===== src/rtl/rtbwu_pkg.sv =====
`default_nettype none
// ---------------------------------------------------------------------------
// rtbwu_pkg
// Shared constants, types and helpers for the real-time block write unpacker.
// ---------------------------------------------------------------------------
package rtbwu_pkg;

  localparam int QUAD_W = 32;
  localparam int LEN_W  = 8;
  localparam int ADDR_W = 12;

  localparam logic [QUAD_W-1:0] LEN_MASK   = 32'h0000_00ff;
  localparam logic [QUAD_W-1:0] WRITE_BITS = 32'ha000_0000;
  localparam logic [QUAD_W-1:0] PWR_MASK   = 32'h000f_ffff;

  // Address of the power control register
  localparam logic [ADDR_W-1:0] PWR_ADDR = 12'h000;

  // Result kinds
  typedef enum logic {
    KIND_WRITE = 1'b0,
    KIND_ERROR = 1'b1
  } kind_t;

  // One incoming block quadlet
  typedef struct packed {
    logic [QUAD_W-1:0] quad_raw;
    logic [LEN_W-1:0]  block_quads;
    logic              start_req;
  } item_t;

  // Decoded result of one quadlet
  typedef struct packed {
    logic              hit;
    kind_t             kind;
    logic [ADDR_W-1:0] wr_addr;
    logic [QUAD_W-1:0] wr_data;
    logic              block_end;
  } result_t;

  // Swap bus byte order into register order
  function automatic logic [QUAD_W-1:0] swap32(input logic [QUAD_W-1:0] v);
    return {v[7:0], v[15:8], v[23:16], v[31:24]};
  endfunction

endpackage
`default_nettype wire


===== src/rtl/rtbwu_core.sv =====
`default_nettype none
// ---------------------------------------------------------------------------
// rtbwu_core
// Block position tracking and per-quadlet decode into register writes and header mismatch errors.
// ---------------------------------------------------------------------------
module rtbwu_core (
  input  wire logic              clk,
  input  wire logic              rst,
  input  wire logic              fire,
  input  wire rtbwu_pkg::item_t  item,
  output rtbwu_pkg::result_t     res
);
  import rtbwu_pkg::*;

  logic [LEN_W-1:0] position, position_next;
  logic             no_middle_write, no_middle_write_next;
  logic             discarding, discarding_next;

  logic [QUAD_W-1:0] q;
  logic [LEN_W-1:0]  len;
  logic              len_ok;
  logic              at_last;

  assign q       = swap32(item.quad_raw);
  assign len     = item.block_quads;
  assign len_ok  = (len != '0) && ((q & LEN_MASK) == {{(QUAD_W-LEN_W){1'b0}}, len});
  assign at_last = ({1'b0, position} + (LEN_W+1)'(1)) >= {1'b0, len};

  // Decode the quadlet against the block state
  always_comb begin
    position_next        = position;
    no_middle_write_next = no_middle_write;
    discarding_next      = discarding;
    res.hit       = 1'b0;
    res.kind      = KIND_WRITE;
    res.wr_addr   = PWR_ADDR;
    res.wr_data   = q;
    res.block_end = 1'b0;
    if (item.start_req) begin
      no_middle_write_next = 1'b1;
      position_next        = LEN_W'(1);
      discarding_next      = 1'b1;
      if (!len_ok) begin
        res.hit       = 1'b1;
        res.kind      = KIND_ERROR;
        res.block_end = (len == LEN_W'(1));
      end else if (len == LEN_W'(1)) begin
        res.hit       = 1'b1;
        res.block_end = 1'b1;
      end else begin
        discarding_next = 1'b0;
      end
    end else if (!discarding) begin
      if (at_last) begin
        discarding_next = 1'b1;
        res.block_end   = 1'b1;
        res.hit         = no_middle_write || ((q & PWR_MASK) != '0);
      end else begin
        position_next = position + LEN_W'(1);
        if ((q & WRITE_BITS) != '0) begin
          no_middle_write_next = 1'b0;
          res.hit     = 1'b1;
          res.wr_addr = {position, 4'h1};
        end
      end
    end
  end

  // Advance block state on each processed quadlet
  always_ff @(posedge clk) begin
    if (rst) begin
      position        <= '0;
      no_middle_write <= 1'b1;
      discarding      <= 1'b1;
    end else if (fire) begin
      position        <= position_next;
      no_middle_write <= no_middle_write_next;
      discarding      <= discarding_next;
    end
  end

endmodule
`default_nettype wire


===== src/rtl/realtime_block_write_unpacker.sv =====
`default_nettype none
// ---------------------------------------------------------------------------
// realtime_block_write_unpacker
// Turns a real-time write block, one quadlet per request, into register
// writes and header mismatch errors.
// ---------------------------------------------------------------------------
// Usage:
//   s_axis carries one block quadlet per request: tdata[31:0] the quadlet in
//   bus byte order, tdata[39:32] the block length in quadlets, tuser high on
//   the header quadlet. m_axis carries at most one result per quadlet:
//   tdata[11:0] register address, tdata[43:12] swapped data, tuser the kind
//   (0 write, 1 header mismatch), tlast high when it comes from the block's
//   last quadlet. Quadlets that cause no write are consumed silently.
//   An input register and a result register, with the decode between
//   them, lie between input request and result. Throughput is one
//   quadlet per cycle; the input is taken while a result waits, as long as
//   the input register can move on. A stalled receiver holds the result and,
//   after one more quadlet fills the input register, backpressures s_axis.
//   Reset empties both registers and drops input until the next header.
// ---------------------------------------------------------------------------
module realtime_block_write_unpacker (
  input  wire logic        clk,
  input  wire logic        rst,
  input  wire logic        s_axis_tvalid,
  output logic             s_axis_tready,
  input  wire logic [39:0] s_axis_tdata,   // quad_raw[31:0], block_quads[39:32]
  input  wire logic        s_axis_tuser,   // start_req
  output logic             m_axis_tvalid,
  input  wire logic        m_axis_tready,
  output logic [47:0]      m_axis_tdata,   // wr_addr[11:0], wr_data[43:12], zero pad
  output logic             m_axis_tuser,   // kind
  output logic             m_axis_tlast    // block_end
);
  import rtbwu_pkg::*;

  item_t   in_item;
  logic    in_valid;
  logic    advance;
  result_t res;

  logic              out_valid;
  kind_t             out_kind;
  logic [ADDR_W-1:0] out_addr;
  logic [QUAD_W-1:0] out_data;
  logic              out_last;

  // Decode step fires when the result register can take a result
  assign advance       = in_valid && (!out_valid || m_axis_tready);
  assign s_axis_tready = !in_valid || advance;

  // Input register
  always_ff @(posedge clk) begin
    if (rst) begin
      in_valid <= 1'b0;
    end else if (s_axis_tready) begin
      in_valid <= s_axis_tvalid;
    end
  end

  always_ff @(posedge clk) begin
    if (s_axis_tready && s_axis_tvalid) begin
      in_item.quad_raw    <= s_axis_tdata[31:0];
      in_item.block_quads <= s_axis_tdata[39:32];
      in_item.start_req   <= s_axis_tuser;
    end
  end

  rtbwu_core u_core (
    .clk  (clk),
    .rst  (rst),
    .fire (advance),
    .item (in_item),
    .res  (res)
  );

  // Result register: load on a hit, clear when taken
  always_ff @(posedge clk) begin
    if (rst) begin
      out_valid <= 1'b0;
    end else if (advance) begin
      out_valid <= res.hit;
    end else if (m_axis_tready) begin
      out_valid <= 1'b0;
    end
  end

  always_ff @(posedge clk) begin
    if (advance && res.hit) begin
      out_kind <= res.kind;
      out_addr <= res.wr_addr;
      out_data <= res.wr_data;
      out_last <= res.block_end;
    end
  end

  assign m_axis_tvalid = out_valid;
  assign m_axis_tdata  = {4'h0, out_data, out_addr};
  assign m_axis_tuser  = out_kind;
  assign m_axis_tlast  = out_last;

  // Error results never carry a write address
  assert property (@(posedge clk) disable iff (rst)
    (m_axis_tvalid && (m_axis_tuser == KIND_ERROR)) |-> (m_axis_tdata[11:0] == PWR_ADDR))
    else $error("error result with nonzero address");

  // Middle writes use address low nibble 1 and never end the block
  assert property (@(posedge clk) disable iff (rst)
    (m_axis_tvalid && (m_axis_tdata[11:0] != PWR_ADDR))
      |-> (m_axis_tdata[3:0] == 4'h1 && !m_axis_tlast && m_axis_tuser == KIND_WRITE))
    else $error("malformed middle write");

  // Writes from the last quadlet go to power control
  assert property (@(posedge clk) disable iff (rst)
    (m_axis_tvalid && m_axis_tlast && (m_axis_tuser == KIND_WRITE))
      |-> (m_axis_tdata[11:0] == PWR_ADDR))
    else $error("last quadlet write not at power control");

  // Backpressure only when the input register is full and blocked
  assert property (@(posedge clk) disable iff (rst)
    !s_axis_tready |-> (in_valid && out_valid && !m_axis_tready))
    else $error("input stalled without cause");

  // A stalled item is decoded in the cycle the receiver takes the result
  assert property (@(posedge clk) disable iff (rst)
    (in_valid && out_valid && m_axis_tready) |-> advance)
    else $error("decode did not advance on result take");

endmodule
`default_nettype wire

===== config.mk =====
export PLATFORM = sky130hd
export DESIGN_NAME = realtime_block_write_unpacker
export DESIGN_NICKNAME = d
export VERILOG_FILES = /design/src/rtl/rtbwu_pkg.sv /design/src/rtl/rtbwu_core.sv /design/src/rtl/realtime_block_write_unpacker.sv
export SDC_FILE = /design/constraint.sdc
export NUM_CORES = 1
export LEC_CHECK = 0
export BUFFER_PORTS_ARGS = -buffer_cell sky130_fd_sc_hd__buf_2
export CAP_MARGIN = 20
export CORE_MARGIN = 1.5
export CORE_UTILIZATION = 52
export DETAILED_ROUTE_END_ITERATION = 7
export PLACE_DENSITY = 0.82
export SETUP_SLACK_MARGIN = 0.2
export SLEW_MARGIN = 10
export SYNTH_ARGS = -nofsm -noshare
export SYNTH_HDL_FRONTEND = slang
export SYNTH_SLANG_ARGS = --single-unit

===== constraint.sdc =====
create_clock -name clk -period 8 [get_ports clk]
set_input_delay 1.6 -clock clk [delete_from_list [all_inputs] [get_ports clk]]
set_output_delay 1.6 -clock clk [all_outputs]
set_load 0.05 [all_outputs]

-- Word level (Yosys, flattened, before mapping)
Index checks and enable logic that the tools add are counted.
- $add $sub $neg: 2
- magnitude comparators: 1
- eq/ne operators: 4
- muxes and demuxes: 23
- bitwise logic cells: 1
- reductions and logical operators: 18
- operators by type and width (operator ; number):
    32-bit nonzero test ; 2
    8-bit two-way mux ; 3
    1-bit two-way mux ; 20
    8-bit by 1-bit adder with 9-bit output (second input constant) ; 1
    9-bit by 8-bit greater-or-equal comparator with 1-bit output ; 1
    8-bit by 1-bit adder with 8-bit output (second input constant) ; 1
    8-bit by 1-bit == test with 1-bit output (second input constant) ; 1
    8-bit == test ; 1
    8-bit nonzero test ; 1
    1-bit logical AND ; 4
    2-bit != test (second input constant) ; 2
    4-bit AND reduction ; 1
    2-bit nonzero test ; 2
    4-bit OR reduction ; 1
    1-bit logical OR ; 3
    3-bit AND reduction ; 1
    3-bit OR reduction ; 1
    1-bit logical NOT ; 2
    1-bit inverter ; 1
- bits in registers: 99
- input port bits: 45
- output and inout bits: 52
- word-level logic and storage cells: 62

-- Depth between registers and ports, before layout
Gate-level depths: netlist of run 1.
- depth after elaboration: 6
- depth in mapped cells: 11
- depth with buffers taken out: 10

-- By module
From an unflattened synthesis of run 1, not the netlist that was laid out.
- cells, all modules: 293
- area, all modules: 4171.5 µm²
- modules (own cells, without submodules) (module ; times used ; cells each ; area each (µm²) ; seq. area each (µm²)):
    realtime_block_write_unpacker ; 1 ; 103 ; 2748.9 ; 2652.5
    rtbwu_core ; 1 ; 190 ; 1422.6 ; 200.2

-- Least setup slack after synthesis of run 1
Ideal clock, no wire load.
- path type: register to register
- from: reg u_core.position[0]
- to: reg out_last (netlist: m_axis_tlast) (enable)
- setup time: 0.509 ns
- arrival time: 5.536 ns
- required time: 7.491 ns
- setup slack: 1.954 ns
- stages on the path, launching flop included: 12
- path buffers: 1
- clock period less this slack: 6.046 ns
- cells stage by stage: dfxtp_1 ha_1 and3_1 nor2b_1 or2_2 ha_1 a21o_1 a221oi_4 o211a_1 buf_4 mux2i_1 a21boi_0
- word-level cells in the longest chain between the ends: 6
- ends and longest elaborated chain (element ; RTL line ; source):
    start: declaration ; rtbwu_core.sv:15 ; logic [LEN_W-1:0] position, position_next;
    start signal: assignment ; rtbwu_core.sv:76 ; position <= position_next;
    8-bit by 1-bit adder with 9-bit output ; rtbwu_core.sv:27 ; assign at_last = ({1'b0, position} + (LEN_W+1)'(1)) >= {1'b0, len};
    9-bit by 8-bit greater-or-equal comparator with 1-bit output ; rtbwu_core.sv:27 ;
    1-bit two-way mux ; rtbwu_core.sv:54 ; if (at_last) begin
    1-bit two-way mux ; rtbwu_core.sv:53 ; end else if (!discarding) begin
    1-bit two-way mux ; rtbwu_core.sv:39 ; if (item.start_req) begin
    1-bit logical AND ; realtime_block_write_unpacker.sv:88 ; if (advance && res.hit) begin
    end signal: assignment ; realtime_block_write_unpacker.sv:92 ; out_last <= res.block_end;
    end: declaration ; realtime_block_write_unpacker.sv:45 ; logic out_last;
Every way passes these cells.
A chain may end at the register's enable or synchronous reset.

-- Final worst setup path of run 1
- from: in m_axis_tready
- to: out s_axis_tready
- word-level cells in the longest chain between the ends: 3
- ends and longest elaborated chain (element ; RTL line ; source):
    start: declaration ; realtime_block_write_unpacker.sv:29 ; input wire logic m_axis_tready,
    1-bit logical OR ; realtime_block_write_unpacker.sv:48 ; assign advance = in_valid && (!out_valid || m_axis_tready);
    1-bit logical AND ; realtime_block_write_unpacker.sv:48 ;
    1-bit logical OR ; realtime_block_write_unpacker.sv:49 ; assign s_axis_tready = !in_valid || advance;
    end: declaration ; realtime_block_write_unpacker.sv:25 ; output logic s_axis_tready,
Every way passes these cells.

==> flow_metrics.env, run 1 <==
export IMPL_reg2reg_from="u_core.position[0]$_SDFFE_PP0P_"
export IMPL_gp_congestion=0.765
export IMPL_ys_top_cells_by_area="edfxtp_1, dfxtp_1, ha_1"
export IMPL_yosys_top_cells_count="edfxtp_1, dfxtp_1, and2_1, nor2_1, ha_1"
export IMPL_antenna_found_initial=0
export IMPL_maxSlewViolCount=0
export IMPL_fin_area_sq_um=4450
export IMPL_cp_start_kind="input port"
export IMPL_area_growth_pct=19.2
export IMPL_muxShareOfSynthArea_pct=0.268
export IMPL_cts_setup_buffers=0
export IMPL_start_util_pct=54.4
export IMPL_grt_usage_pct=17.7
export IMPL_setup_viol=0
export IMPL_io_buffers=89
export IMPL_status="completed"
export IMPL_insertedDiodeCount=0
export IMPL_io_pins=97
export IMPL_holdPathStages=0
export IMPL_cts_sinks=96
export IMPL_cts_resized_gates=0
export IMPL_rsz0062_at_grt="no"
export IMPL_synth_cell_types=41
export IMPL_fin_nets=379
export IMPL_synth_top_area_share_pct=67.5
export IMPL_worst_pin_slew_ps=898
export IMPL_via_per_inst=5.08
export IMPL_die_area_sq_um=7700
export IMPL_avgSynthCellArea_sq_um=16.3
export IMPL_timing_rr_end="out_data[4]$_DFFE_PP_"
export IMPL_ys_seq_elements=96
export IMPL_fp_dieH_microns=87.8
export IMPL_cp_end_kind="output port"
export IMPL_min_path_type="flop to flop"
export IMPL_dr_pass1_iters=4
export IMPL_synth_xor_area_share_pct=2.58
export IMPL_cts_made_buffers=9
export IMPL_num_rows=30
export IMPL_crit_path_frequent_cell="buf_2"
export IMPL_dp_hpwl_mm=4.47
export IMPL_h_tree_depth=3
export IMPL_clockBufferDepth=2
export IMPL_critPathMaxStageDelay_ps=310
export IMPL_r2r_slack_ps=4230
export IMPL_drtIter0Drc=85
export IMPL_ir_worst_vdd_mv=0.181
export IMPL_syn_inst=229
export IMPL_path_cells="buf_2, nor2b_1, nand2_1, buf_2"
export IMPL_drv_cap=0
export IMPL_drc=0
export IMPL_finalWirelength_mm=6.29
export IMPL_path_class="input port to output port"
export IMPL_fin_crit_ps=3950
export IMPL_synth_fa_ha_area_share_pct=3.02
export IMPL_max_freq_mhz=253
export IMPL_holdBufCountCts=0
export IMPL_worstHoldStart="in_item[12]$_DFFE_PP_"
export IMPL_seq_area_frac_synth_pct=74.0
export IMPL_grt_first_pass_wirelength_mm=9.78
export IMPL_yosysMostFrequentCell="edfxtp_1"
export IMPL_slew_headroom_pct=40.2
export IMPL_coreArea_sq_um=6870
export IMPL_worstHoldEndpoint="out_data[27]$_DFFE_PP_"
export IMPL_synth_warnings=0
export IMPL_tns_ps=0
export IMPL_placed_area_sq_um=4270
export IMPL_vias=2162
export IMPL_cts_tree="built"
export IMPL_wire_per_inst_microns=14.8
export IMPL_async_reset_ff_share_pct=0
export IMPL_leakage_uw=0.00178
export IMPL_clkSlewWorstSetupHoldPaths_ps=90
export IMPL_grt_pass1_vias=2112
export IMPL_ys_flop_type="edfxtp_1"
export IMPL_syn_cell_area_sq_um=3730
export IMPL_clk_latency_ps=360
export IMPL_synth_edf_count=84
export IMPL_ant_nets=0
export IMPL_synth_compound_area_share_pct=7.37
export IMPL_grt_max_degree=44
export IMPL_finalHoldViolations=0
export IMPL_synth_top_family_by_area="simple AND/OR/NAND/NOR gates"
export IMPL_cp_data_arrival_time_ps=2350
export IMPL_yosys_area_top_type="edfxtp_1"
export IMPL_timing_final_crit_share_pct=49.4
export IMPL_critPathSlowestCell="nor2b_1"
export IMPL_finClkSkew_ps=9.16
export IMPL_worstPathMaxFanout=6
export IMPL_clock_root_buffer="clkbuf_8"
export IMPL_final_util_pct=64.8
export IMPL_worstRegToRegCells=11
export IMPL_power_density_nw_per_um2=213
export IMPL_drive_above_1_share_pct=35.5
export IMPL_cp_required_ps=6400
export IMPL_overflow=0
export IMPL_fp_dieW_microns=87.8
export IMPL_synthSimpleGateAreaFrac_pct=9.98
-- registers in the layout, summed over array words and instances, names as in the netlist --
| register | count |
|---|---|
| in_item | 41 |
| out_data | 32 |
| out_addr | 9 |
| u_core.position | 8 |
| in_valid | 1 |
| m_axis_tlast | 1 |
| m_axis_tuser | 1 |
| m_axis_tvalid | 1 |
| u_core.discarding | 1 |
| u_core.no_middle_write | 1 |
-- critical path, delay by kind of cell --
family / cells / cell delay (ps)
and+or+nand+nor: 2 / 430
buffers and inverters: 2 / 330
-- per-stage QoR --
stage	power, uW	hold slack [ps]	setup WS, ps	std cells
final	950	425	4050	426
after global routing	979	430	3950	426
after CTS	955	427	4030	426
after detailed placement	674	405	4040	410
after global placement	671	401	4090	410
after floorplan	650	400	1950	235
-- power by group --
part	leakage, uW	switching (uW)	internal [uW]
sequential	0.000889	11.4	569
combinational	0.000797	60.5	21.6
clock	0.0000907	163	124
-- final cells by class --
cell class              count  area [sq um]
multi-input cells         120           906
clock inverters             5          38.8
flip-flops and latches     96          2760
fillers                   507          2420
clock buffers              11           141
inverters                   8          30.0
repair buffers             90           453
well taps                  96           120
-- placed cells by master, fill, tap and decap left out, types with 5 or more instances in the layout --
cell      Yosys  final
and2_1       10      9
buf_2         0     89
clkbuf_8      0     10
conb_1        1      7
dfxtp_1      12     12
edfxtp_1     84     84
ha_1          9      9
inv_1         8      8
nand3_1       5      5
nor2_1       10     10
nor2b_1       8      8
nor4_1        5      5
xor2_1        8      8
-- logic make-up (layout without fill, tap and decap cells) --
group           Yosys count  in the layout
mux                       1              1
buf+inv                  19            114
flops                    96             96
fa+ha+maj                 9              9
other cells               1              7
simple gates             62             62
xor+xnor                 11             11
compound gates           30             30
-- worst max path at each step --
stage	depth (start not counted)	endpoint	startpoint	slack, ps
6_report	4	s_axis_tready	m_axis_tready	4050
5_1_grt	4	s_axis_tready	m_axis_tready	3950
4_1_cts	4	s_axis_tready	m_axis_tready	4030
3_5_place_dp	4	s_axis_tready	m_axis_tready	4040
3_3_place_gp	4	s_axis_tready	m_axis_tready	4090
2_1_floorplan	11	m_axis_tlast$_DFFE_PP_	u_core.position[0]$_SDFFE_PP0P_	1950
-- per-layer routing --
metal / routed length [microns] / GRT usage (%) / vias up
li1: - / - / 1048
met1: 2680 / 21.8 / 1004
met2: 3040 / 29.2 / 95
met3: 413 / 3.96 / 15
met4: 167 / 9.24 / 0
met5: 0 / 0 / -
Note: power is estimated with default switching activity, not from simulation.
==> inputs of run 2 (changes only) <==
- ABC_AREA: not set -> 1
- CORE_UTILIZATION: 52 -> 47
- PLACE_DENSITY: 0.82 -> 0.78
- clock period: 8 -> 3.5 ns (I/O delays scaled with it)
==> run 2 against run 1 <==
Routed wire length rose by 0.24%; critical path depth up 10; final cell count increased by 12%.
==> flow_metrics.env, run 2 <==
export IMPL_finClkSkew_ps=10.5
export IMPL_placed_area_sq_um=4290
export IMPL_crit_family="simple AND/OR/NAND/NOR gates"
export IMPL_ys_top_cells_by_area="edfxtp_1, dfxtp_1, nand2_1"
export IMPL_yosysMostFrequentCell="edfxtp_1"
export IMPL_mostFrequentLayoutCells="buf_2, edfxtp_1, nand2_1"
export IMPL_h_tree_depth=3
export IMPL_fillers=641
export IMPL_clock_root_buffer="clkbuf_8"
export IMPL_ant_nets=0
export IMPL_worst_path_buf_inv=2
export IMPL_clockBufferDepth=2
export IMPL_p_clk_share_pct=29.4
export IMPL_avgSynthCellArea_sq_um=13.7
export IMPL_gp_congestion=0.846
export IMPL_ff_latch_area_sq_um=2760
export IMPL_worstPathMaxFanout=27
export IMPL_final_util_pct=58.2
export IMPL_fin_crit_ps=2930
export IMPL_multi_input_area_sq_um=788
export IMPL_intPower_uw=1630
export IMPL_ys_flop_type="edfxtp_1"
export IMPL_rsz0062_at_grt="no"
export IMPL_wire_per_inst_microns=13.2
export IMPL_clk_latency_ps=350
export IMPL_grt_max_degree=28
export IMPL_cp_data_arrival_time_ps=3030
export IMPL_largestRegisters="in_item x41, out_data x32, out_addr x9"
export IMPL_finalHoldViolations=0
export IMPL_critPathSlowestCell="dfxtp_1"
export IMPL_holdBufCountCts=0
export IMPL_io_pins=97
export IMPL_status="completed"
export IMPL_fp_dieW_microns=91.9
export IMPL_path_class="flop to flop"
export IMPL_power_density_nw_per_um2=479
export IMPL_max_freq_mhz=341
export IMPL_synth_warnings=0
export IMPL_synth_edf_count=84
export IMPL_maxSlewViolCount=0
export IMPL_fin_area_sq_um=4470
export IMPL_via_per_inst=4.59
export IMPL_largest_register="in_item"
export IMPL_setup_viol=0
export IMPL_syn_inst=271
export IMPL_holdPathStages=0
export IMPL_insertedDiodeCount=0
export IMPL_start_util_pct=48.3
export IMPL_cp_end_kind="flop"
export IMPL_fp_dieH_microns=91.9
export IMPL_tns_ps=0
export IMPL_cp_required_ps=3600
export IMPL_dp_hpwl_mm=4.82
export IMPL_cts_tree="built"
export IMPL_syn_cell_area_sq_um=3720
export IMPL_path_depth=14
export IMPL_antenna_found_initial=0
export IMPL_timing_final_crit_share_pct=83.8
export IMPL_cts_sinks=96
export IMPL_critPathMaxStageDelay_ps=400
export IMPL_drive_above_1_share_pct=32.4
export IMPL_seq_area_frac_synth_pct=74.3
export IMPL_largest_reg_flops=41
export IMPL_cp_start_kind="flop"
export IMPL_ys_seq_elements=96
export IMPL_overflow=0
export IMPL_synth_top_area_share_pct=67.9
export IMPL_leakage_uw=0.00182
export IMPL_die_area_sq_um=8450
export IMPL_yosys_top_cells_count="edfxtp_1, nand2_1, inv_1"
export IMPL_num_rows=32
export IMPL_grt_first_pass_wirelength_mm=9.79
export IMPL_switching_power_uw=513
export IMPL_worstRegToRegCells=14
export IMPL_swShare_pct=24.0
export IMPL_drv_cap=0
export IMPL_crit_path_frequent_cell="nand2_1"
export IMPL_coreArea_sq_um=7690
export IMPL_ir_worst_vdd_mv=0.254
export IMPL_fin_ws_ps=566
export IMPL_dpl_worst_slack_ps=368
export IMPL_io_buffers=89
export IMPL_pwr_share_comb_pct=8.9
export IMPL_min_path_type="flop to flop"
export IMPL_yosys_area_top_type="edfxtp_1"
export IMPL_grt_pass1_vias=2055
export IMPL_area_growth_pct=20.3
export IMPL_vias=2198
export IMPL_drtIter0Drc=155
export IMPL_drc=0
export IMPL_cts_made_buffers=9
export IMPL_fin_nets=426
export IMPL_dr_pass1_iters=4
export IMPL_grt_usage_pct=15.7
export IMPL_p_seq_share_pct=61.7
export IMPL_final_common_cell="buf_2"
export IMPL_clkSlewWorstSetupHoldPaths_ps=90
export IMPL_finalWirelength_mm=6.31
export IMPL_async_reset_ff_share_pct=0
export IMPL_synth_cell_types=28
export IMPL_path_cells="ha_1, nand3_1, nor2_2, xor2_1, ha_1, a21oi_1, nand2_1, nand2_1, nand2_1, nand3_1, nand2_1, nand2_1, clkinvlp_4, buf_12"
[run 2: final timing paths]
path | slack, ps | to | startpoint
worst max register to register | 570 | out_data[4]$_DFFE_PP_ | u_core.position[0]$_SDFFE_PP0P_
worst min register to register | 420 | out_data[30]$_DFFE_PP_ | in_item[15]$_DFFE_PP_
worst min-delay path | 420 | out_data[30]$_DFFE_PP_ | in_item[15]$_DFFE_PP_
worst max-delay path | 570 | out_data[4]$_DFFE_PP_ | u_core.position[0]$_SDFFE_PP0P_
[run 2: through the flow]
stage | hold WS (ps) | std cells | total power [uW]
floorplan | 400 | 277 | 1480
finish | 424 | 479 | 2140
CTS | 426 | 479 | 2160
global route | 431 | 479 | 2220
global placement | 401 | 463 | 1530
detailed placement | 405 | 463 | 1540
[run 2: power groups by stage]
stage	Clock (uW)	Combinational [uW]	Sequential (uW)
5_1_grt	687	207	1330
3_5_place_dp	0	191	1350
6_report	629	191	1320
4_1_cts	648	192	1320
2_1_floorplan	0	75.7	1400
3_3_place_gp	0	187	1340
[run 2: cell families (layout without fill, tap and decap cells)]
| logic type | after synthesis | after routing | synth area share (%) |
|---|---|---|---|
| xor gates and xnor gates | 11 | 11 | 2.59 |
| and+or+nand+nor | 94 | 94 | 12.2 |
| buffers and inverters | 43 | 143 | 5.05 |
| DFF | 96 | 96 | 74.3 |
| AOI/OAI and AO/OA | 17 | 17 | 2.73 |
| other | 1 | 7 | 0.101 |
| adders and majority gates | 9 | 9 | 3.03 |
[run 2: repair_timing]
action	4_1_cts	5_1_grt
setup endpoints to repair	0	27
resized for setup	0	1
setup buffers	0	0
hold endpoints to repair	0	0
[run 2: cell type report]
type,count,area share (%)
Clock buffer,12,3.25
Clock inverter,4,0.700
Inverter,35,3.02
Multi-Input combinational cell,138,17.6
Sequential cell,96,61.8
Tap cell,102,2.85
Timing Repair Buffer,92,10.7
[run 2: routing by layer]
metal	vias to the layer above	global-route usage [%]	routed length [microns]
met3	9	4.23	374
met4	0	6.41	99
met2	70	25.5	3070
met5	-	0	0
met1	1002	19.9	2760
li1	1117	-	-
